## config.mk

```make
export PLATFORM = sky130hd
export DESIGN_NAME = lcsm_cmp
export DESIGN_NICKNAME = d
export VERILOG_FILES = /design/src/lcsm_pkg.sv /design/src/lcsm_cmp.sv
export SDC_FILE = /design/constraint.sdc
export NUM_CORES = 2
export LEC_CHECK = 0
export ABC_AREA = 1
export BUFFER_PORTS_ARGS = -buffer_cell sky130_fd_sc_hd__clkbuf_2
export CAP_MARGIN = 20
export CORE_MARGIN = 3
export CORE_UTILIZATION = 30
export CTS_CLUSTER_SIZE = 20
export DETAILED_ROUTE_END_ITERATION = 6
export PLACE_DENSITY = 0.48
export SKIP_LAST_GASP = 1
export SYNTH_ARGS = -nofsm -noshare
export SYNTH_HDL_FRONTEND = slang
export SYNTH_SLANG_ARGS = --single-unit
```

## constraint.sdc

```tcl
create_clock -name clk_i -period 22.8 [get_ports clk_i]
set_input_delay 5.7 -clock clk_i [delete_from_list [all_inputs] [get_ports clk_i]]
set_output_delay 5.7 -clock clk_i [all_outputs]
set_load 0.01 [all_outputs]
```

## src/lcsm_pkg.sv

```systemverilog
// shared types and constants for the li chao segment max tree
`default_nettype none
package lcsm_pkg;

  localparam int unsigned ID_W   = 16;
  localparam int unsigned X_W    = 16;
  localparam int unsigned YIN_W  = 30;
  localparam int unsigned Y_W    = 31;
  localparam int unsigned NUM_W  = Y_W + X_W;
  localparam int unsigned PROD_W = NUM_W + X_W;

  localparam logic ACT_QUERY  = 1'b0;
  localparam logic ACT_INSERT = 1'b1;

  localparam logic [2:0] CMP_LAST = 3'd7;

  typedef struct packed {
    logic             action;
    logic [X_W-1:0]   query_x;
    logic [X_W-1:0]   x_a;
    logic [YIN_W-1:0] y_a;
    logic [X_W-1:0]   x_b;
    logic [YIN_W-1:0] y_b;
  } lcsm_in_t;

  typedef struct packed {
    logic [ID_W-1:0] segment_id;
    logic            store_full;
  } lcsm_out_t;

  typedef struct packed {
    logic [ID_W-1:0] id;
    logic [X_W-1:0]  lo;
    logic [X_W-1:0]  hi;
    logic [Y_W-1:0]  yl;
    logic [Y_W-1:0]  yr;
  } seg_t;

  typedef enum logic [4:0] {
    ST_IDLE,
    ST_Q_RD,
    ST_Q_CHK,
    ST_Q_SEG,
    ST_Q_GO,
    ST_Q_WAIT,
    ST_Q_NEXT,
    ST_I_VISIT,
    ST_I_POP,
    ST_P_RD,
    ST_P_CHK,
    ST_P_SEG,
    ST_P_GO1,
    ST_P_W1,
    ST_P_GO2,
    ST_P_W2,
    ST_P_GO3,
    ST_P_W3,
    ST_DONE
  } st_e;

endpackage
`default_nettype wire

```

## src/lcsm_cmp.sv

```systemverilog
// sequential exact height compare of two segments at one position
`default_nettype none
module lcsm_cmp import lcsm_pkg::*; (
  input  wire logic           clk_i,
  input  wire logic           rst_ni,
  input  wire logic           start_i,
  input  wire seg_t           a_i,
  input  wire seg_t           b_i,
  input  wire logic [X_W-1:0] x_i,
  output logic                done_o,
  output logic                win_o
);

  logic              busy_q;
  logic [2:0]        step_q;
  logic [PROD_W-1:0] p_q, lhs_q, rhs_q;
  logic [NUM_W-1:0]  na_q, nb_q;
  logic [NUM_W-1:0]  op1;
  logic [X_W-1:0]    op2;
  logic [PROD_W-1:0] prod;
  logic              degen_a, degen_b;
  logic [X_W-1:0]    da, db;

  // point-like or out of span: height is the left y over one
  assign degen_a = (a_i.hi <= a_i.lo) || (x_i < a_i.lo) || (x_i > a_i.hi);
  assign degen_b = (b_i.hi <= b_i.lo) || (x_i < b_i.lo) || (x_i > b_i.hi);
  assign da      = degen_a ? X_W'(1) : a_i.hi - a_i.lo;
  assign db      = degen_b ? X_W'(1) : b_i.hi - b_i.lo;

  always_comb begin
    unique case (step_q)
      3'd0: begin op1 = NUM_W'(a_i.yl); op2 = a_i.hi - x_i; end
      3'd1: begin op1 = NUM_W'(a_i.yr); op2 = x_i - a_i.lo; end
      3'd2: begin op1 = NUM_W'(b_i.yl); op2 = b_i.hi - x_i; end
      3'd3: begin op1 = NUM_W'(b_i.yr); op2 = x_i - b_i.lo; end
      3'd4: begin op1 = na_q;           op2 = db;           end
      3'd5: begin op1 = nb_q;           op2 = da;           end
      default: begin op1 = '0;          op2 = '0;           end
    endcase
  end

  assign prod = op1 * op2;

  always_ff @(posedge clk_i or negedge rst_ni) begin
    if (!rst_ni) begin
      busy_q <= 1'b0;
      step_q <= '0;
    end else if (start_i) begin
      busy_q <= 1'b1;
      step_q <= '0;
    end else if (busy_q) begin
      step_q <= step_q + 3'd1;
      if (step_q == CMP_LAST) busy_q <= 1'b0;
    end
  end

  always_ff @(posedge clk_i) begin
    p_q <= prod;
    unique case (step_q)
      3'd1: na_q <= degen_a ? NUM_W'(a_i.yl) : p_q[NUM_W-1:0];
      3'd2: if (!degen_a) na_q <= na_q + p_q[NUM_W-1:0];
      3'd3: nb_q <= degen_b ? NUM_W'(b_i.yl) : p_q[NUM_W-1:0];
      3'd4: if (!degen_b) nb_q <= nb_q + p_q[NUM_W-1:0];
      3'd5: lhs_q <= p_q;
      3'd6: rhs_q <= p_q;
      default: ;
    endcase
  end

  assign done_o = busy_q && (step_q == CMP_LAST);
  assign win_o  = (lhs_q != rhs_q) ? (lhs_q > rhs_q) : (a_i.id < b_i.id);

endmodule
`default_nettype wire

```

==> tab_implementation.tex <==
\begin{tabular}{lr}
\hline
Metric & Value \\
\hline
\multicolumn{2}{l}{\textbf{Route}} \\
\quad Sum of routed wire length over all layers & 219 mm \\
\quad DRC viols & 0 \\
\quad 1st-iter DRT viols & 3889 \\
\quad Initial DRT Pass Iterations & 6 \\
\quad Routed via count & 47728 \\
\quad Post-detailed-route via-to-cell ratio & 5.06 \\
\quad Post-DRT Antenna Nets & 0 \\
\quad Wire length per cell & 23.3 µm \\
\multicolumn{2}{l}{\textbf{Clocking}} \\
\quad CTS Root Cell & sky130\_fd\_sc\_hd\_\_clkbuf\_16 \\
\quad Clock transition at the registers of the reported paths & 0.06 ns \\
\quad Max clock buf depth & 3 \\
\quad Number of buffers added by the clock tree synthesis step & 37 \\
\quad Setup Fix Bufs, Post-CTS & 0 \\
\quad TritonCTS clock tree & built \\
\quad Clock H-tree levels & 2 \\
\quad Number of gates given a new drive strength after cts & 0 \\
\quad Cts-stage hold buffer count & 0 \\
\quad Clock latency at the later pin of the worst-skew pair & 0.58 ns \\
\quad Sinks on Clock Net & 287 \\
\multicolumn{2}{l}{\textbf{Timing}} \\
\quad Worst-case headroom to the max-slew limit & 0.200 \\
\quad F\_max & 69.4 MHz \\
\quad Setup repair after global routing missed its margin & false \\
\quad Final critical-path required period & 14.41 ns \\
\quad Fin. Hold Viols & 0 \\
\quad Post-route clock period utilization & 0.632 \\
\quad Clk\_skew & 0.0349 ns \\
\quad Slew at the pin with the worst max-slew slack & 1.19 ns \\
\quad Number of setup violations in the final report & 0 \\
\quad Count of pins over their slew limit & 0 \\
\quad Setup TNS Final & 0 ns \\
\multicolumn{2}{l}{\textbf{Hold path}} \\
\quad Hold/Removal Path Class & flop to flop \\
\quad Number of stages on the worst hold path & 0 \\
\multicolumn{2}{l}{\textbf{Worst setup path}} \\
\quad Class of the most critical setup path & input port to flop \\
\quad Crit path arrival time & 14.83 ns \\
\quad Most frequent CP cell & sky130\_fd\_sc\_hd\_\_nand2\_1 \\
\quad Peak fanout along the critical path & 70 \\
\quad Critical Path Slowest Stage Cell & sky130\_fd\_sc\_hd\_\_buf\_4 \\
\quad Nature of the critical path endpoint & flop \\
\quad Path depth of the worst reg2reg path & 29 \\
\quad CP startpoint kind & input port \\
\quad Critical path's largest stage delay & 0.68 ns \\
\quad Worst EP required & 23.22 ns \\
\multicolumn{2}{l}{\textbf{Synthesis}} \\
\quad Gate count after technology mapping & 7027 \\
\quad Fraction of registers with async set/reset & 0.0139 \\
\quad Library cell occupying the most area in the post-synthesis netlist & sky130\_fd\_sc\_hd\_\_fa\_1 \\
\quad Post-synthesis instance area & 51000 µm² \\
\quad Synthesized Nets & 8309 \\
\quad Area share of the leading cell type in the synthesized netlist & 0.250 \\
\quad Number of flip-flops and latches in the synthesized netlist & 287 \\
\quad Cell types with the largest area share after synthesis & sky130\_fd\_sc\_hd\_\_fa\_1, sky130\_fd\_sc\_hd\_\_nand2\_1, sky130\_fd\_sc\_hd\_\_edfxtp\_1 \\
\quad Syn avg cell area & 7.26 µm² \\
\quad Number of enable flip-flop cells after synthesis & 220 \\
\quad Flip-flop cell with the highest count after synthesis & sky130\_fd\_sc\_hd\_\_edfxtp\_1 \\
\quad Number of distinct library cell variants in the gate-level netlist after synthesis & 52 \\
\quad Yosys warnings & 0 \\
\quad Most instantiated cells after synthesis & sky130\_fd\_sc\_hd\_\_nand2\_1, sky130\_fd\_sc\_hd\_\_inv\_1, sky130\_fd\_sc\_hd\_\_fa\_1, sky130\_fd\_sc\_hd\_\_nor2\_1, sky130\_fd\_sc\_hd\_\_ha\_1 \\
\quad Sequential share of the synthesized area & 0.156 \\
\quad Most frequent cell after synthesis & sky130\_fd\_sc\_hd\_\_nand2\_1 \\
\multicolumn{2}{l}{\textbf{Finish}} \\
\quad Relative area change from synthesis to final layout & 9.34\% \\
\quad Layout cells sized above 1 & 0.0614 \\
\quad Nets & 8464 \\
\multicolumn{2}{l}{\textbf{Global routing}} \\
\quad Antenna violations before repair & 27 \\
\quad Total congestion overflow after global routing & 0 \\
\quad Global Route Usage Sum & 0.248 \\
\quad Vias in the first global route & 48834 \\
\quad Maximum number of pins on one net before global-route repair & 71 \\
\quad Wire length of the first global-routing pass & 321 mm \\
\multicolumn{2}{l}{\textbf{Floorplan}} \\
\quad Area of the core & 168000 µm² \\
\quad Initial standard-cell utilization of the core & 0.304 \\
\quad Ports placed on the boundary & 241 \\
\quad Vert. Die Dim & 418 µm \\
\quad X dimension of the die & 418 µm \\
\quad Row cnt & 150 \\
\quad Die Footprint & 175000 µm² \\
\multicolumn{2}{l}{\textbf{Place}} \\
\quad Gp weighted congestion & 0.989 \\
\quad IO buf count & 240 \\
\quad Detailed placer's ending HPWL & 182 mm \\
\multicolumn{2}{l}{\textbf{Run status}} \\
\quad Outcome & finished, final reports clean \\
\multicolumn{2}{l}{\textbf{Flow run}} \\
\quad Number of violations of the max-capacitance limit & 0 \\
\hline
\end{tabular}
[flip-flops by register name (all words and copies together) (netlist names)]
register / count
na_q: 47
step_q: 3
rhs_q: 63
busy_q: 1
lhs_q: 63
nb_q: 47
p_q: 63
[critical path, delay by kind of cell]
family                   cells  cell delay, ns
AND/OR/NAND/NOR             15            2.21
XOR/XNOR                     1            0.32
adder cells (fa/ha/maj)      9            3.94
AO/OA/AOI/OAI                3            0.80
buffers and inverters        8            1.77
[worst paths after layout]
check                      slack, ns  startpoint        end
min in group asynchronous       4.92      rst_ni  step_q[0]
min reg2reg                     0.43     p_q[58]  lhs_q[58]
max                             8.39      x_i[0]    p_q[38]
max reg2reg                    12.62   step_q[1]    p_q[38]
min                             0.43     p_q[58]  lhs_q[58]
max in group asynchronous      17.75      rst_ni  step_q[2]
[metal layers]
layer	global-route usage	part of all wire	wire, µm
met1	0.346	0.45	99100
met2	0.404	0.45	99500
met4	0.0713	0.030	6560
met5	0	0	0
met3	0.0287	0.065	14300
[area by class of cell]
| type | count | area [µm²] |
|---|---|---|
| diodes | 22 | 55.1 |
| clock buffers | 47 | 1030 |
| clock inverters | 20 | 184 |
| fillers | 18317 | 112000 |
| inverters | 1537 | 5770 |
| multi-input cells | 5013 | 36300 |
| flip-flops and latches | 287 | 7970 |
| well taps | 2204 | 2760 |
| repair buffers | 306 | 1700 |
[cells in the final DEF (no fill, tap or decap), types with 6 or more instances in the layout]
cell                        netlist  routed
sky130_fd_sc_hd__and2_1          11      11
sky130_fd_sc_hd__nand3_4          0       7
sky130_fd_sc_hd__clkbuf_16        0      39
sky130_fd_sc_hd__diode_2          0      22
sky130_fd_sc_hd__a21o_1          31      31
sky130_fd_sc_hd__nand2_1       1839    1839
sky130_fd_sc_hd__xor2_1          58      58
sky130_fd_sc_hd__nor3_1          54      54
sky130_fd_sc_hd__edfxtp_1       220     220
sky130_fd_sc_hd__a21oi_1        369     369
sky130_fd_sc_hd__clkbuf_1        59       6
sky130_fd_sc_hd__o211ai_1        24      24
sky130_fd_sc_hd__ha_1           407     406
sky130_fd_sc_hd__nor4_2          17      17
sky130_fd_sc_hd__nand4_1         78      78
sky130_fd_sc_hd__o21ai_1         16      16
sky130_fd_sc_hd__fa_1           636     636
sky130_fd_sc_hd__inv_2           10       9
sky130_fd_sc_hd__o21bai_1        38      38
sky130_fd_sc_hd__nand3b_1        37      37
sky130_fd_sc_hd__a32o_1          13      13
sky130_fd_sc_hd__nor4_1          12      10
sky130_fd_sc_hd__nor2_1         583     583
sky130_fd_sc_hd__o22ai_1         13      13
sky130_fd_sc_hd__nor3_2           8       8
sky130_fd_sc_hd__a22o_1          69      69
sky130_fd_sc_hd__xnor2_1         30      30
sky130_fd_sc_hd__clkbuf_2         0     240
sky130_fd_sc_hd__buf_4           29      65
sky130_fd_sc_hd__dfxtp_1         63      63
sky130_fd_sc_hd__nor2_2           8       7
sky130_fd_sc_hd__nand3_1        322     314
sky130_fd_sc_hd__inv_1         1527    1526
sky130_fd_sc_hd__a31oi_1         17      17
sky130_fd_sc_hd__o21a_1          12      12
sky130_fd_sc_hd__o21ai_0        273     271
[kinds of logic (layout without fill, tap and decap cells)]
group                      after synthesis  after routing  share of synthesized area
and+or+nand+nor                       2995           2995                      0.244
buffers and inverters                 1727           1910                      0.135
adders and majority gates             1043           1043                      0.349
AOI/OAI and AO/OA                      887            887                      0.100
DFF                                    287            287                      0.156
xor gates and xnor gates                88             88                     0.0151
other                                    0             22                          0
[metrics by stage]
| step | setup slack [ns] | std cells | hold WS, ns | utilization | area, µm² |
|---|---|---|---|---|---|
| final | 8.39 | 9436 | 0.433 | 0.332 | 55800 |
| after global routing | 7.93 | 9431 | 0.442 | 0.332 | 55800 |
| after CTS | 8.59 | 9413 | 0.434 | 0.332 | 55700 |
| after detailed placement | 8.05 | 9346 | 0.420 | 0.324 | 54500 |
| after global placement | 8.02 | 9346 | 0.411 | 0.324 | 54500 |
| after floorplan | 10.55 | 7027 | 0.404 | - | 51000 |
Power is left out: the tool's default activity adds up to more than one toggle a clock period on the data nets, which glitch-free logic cannot reach.
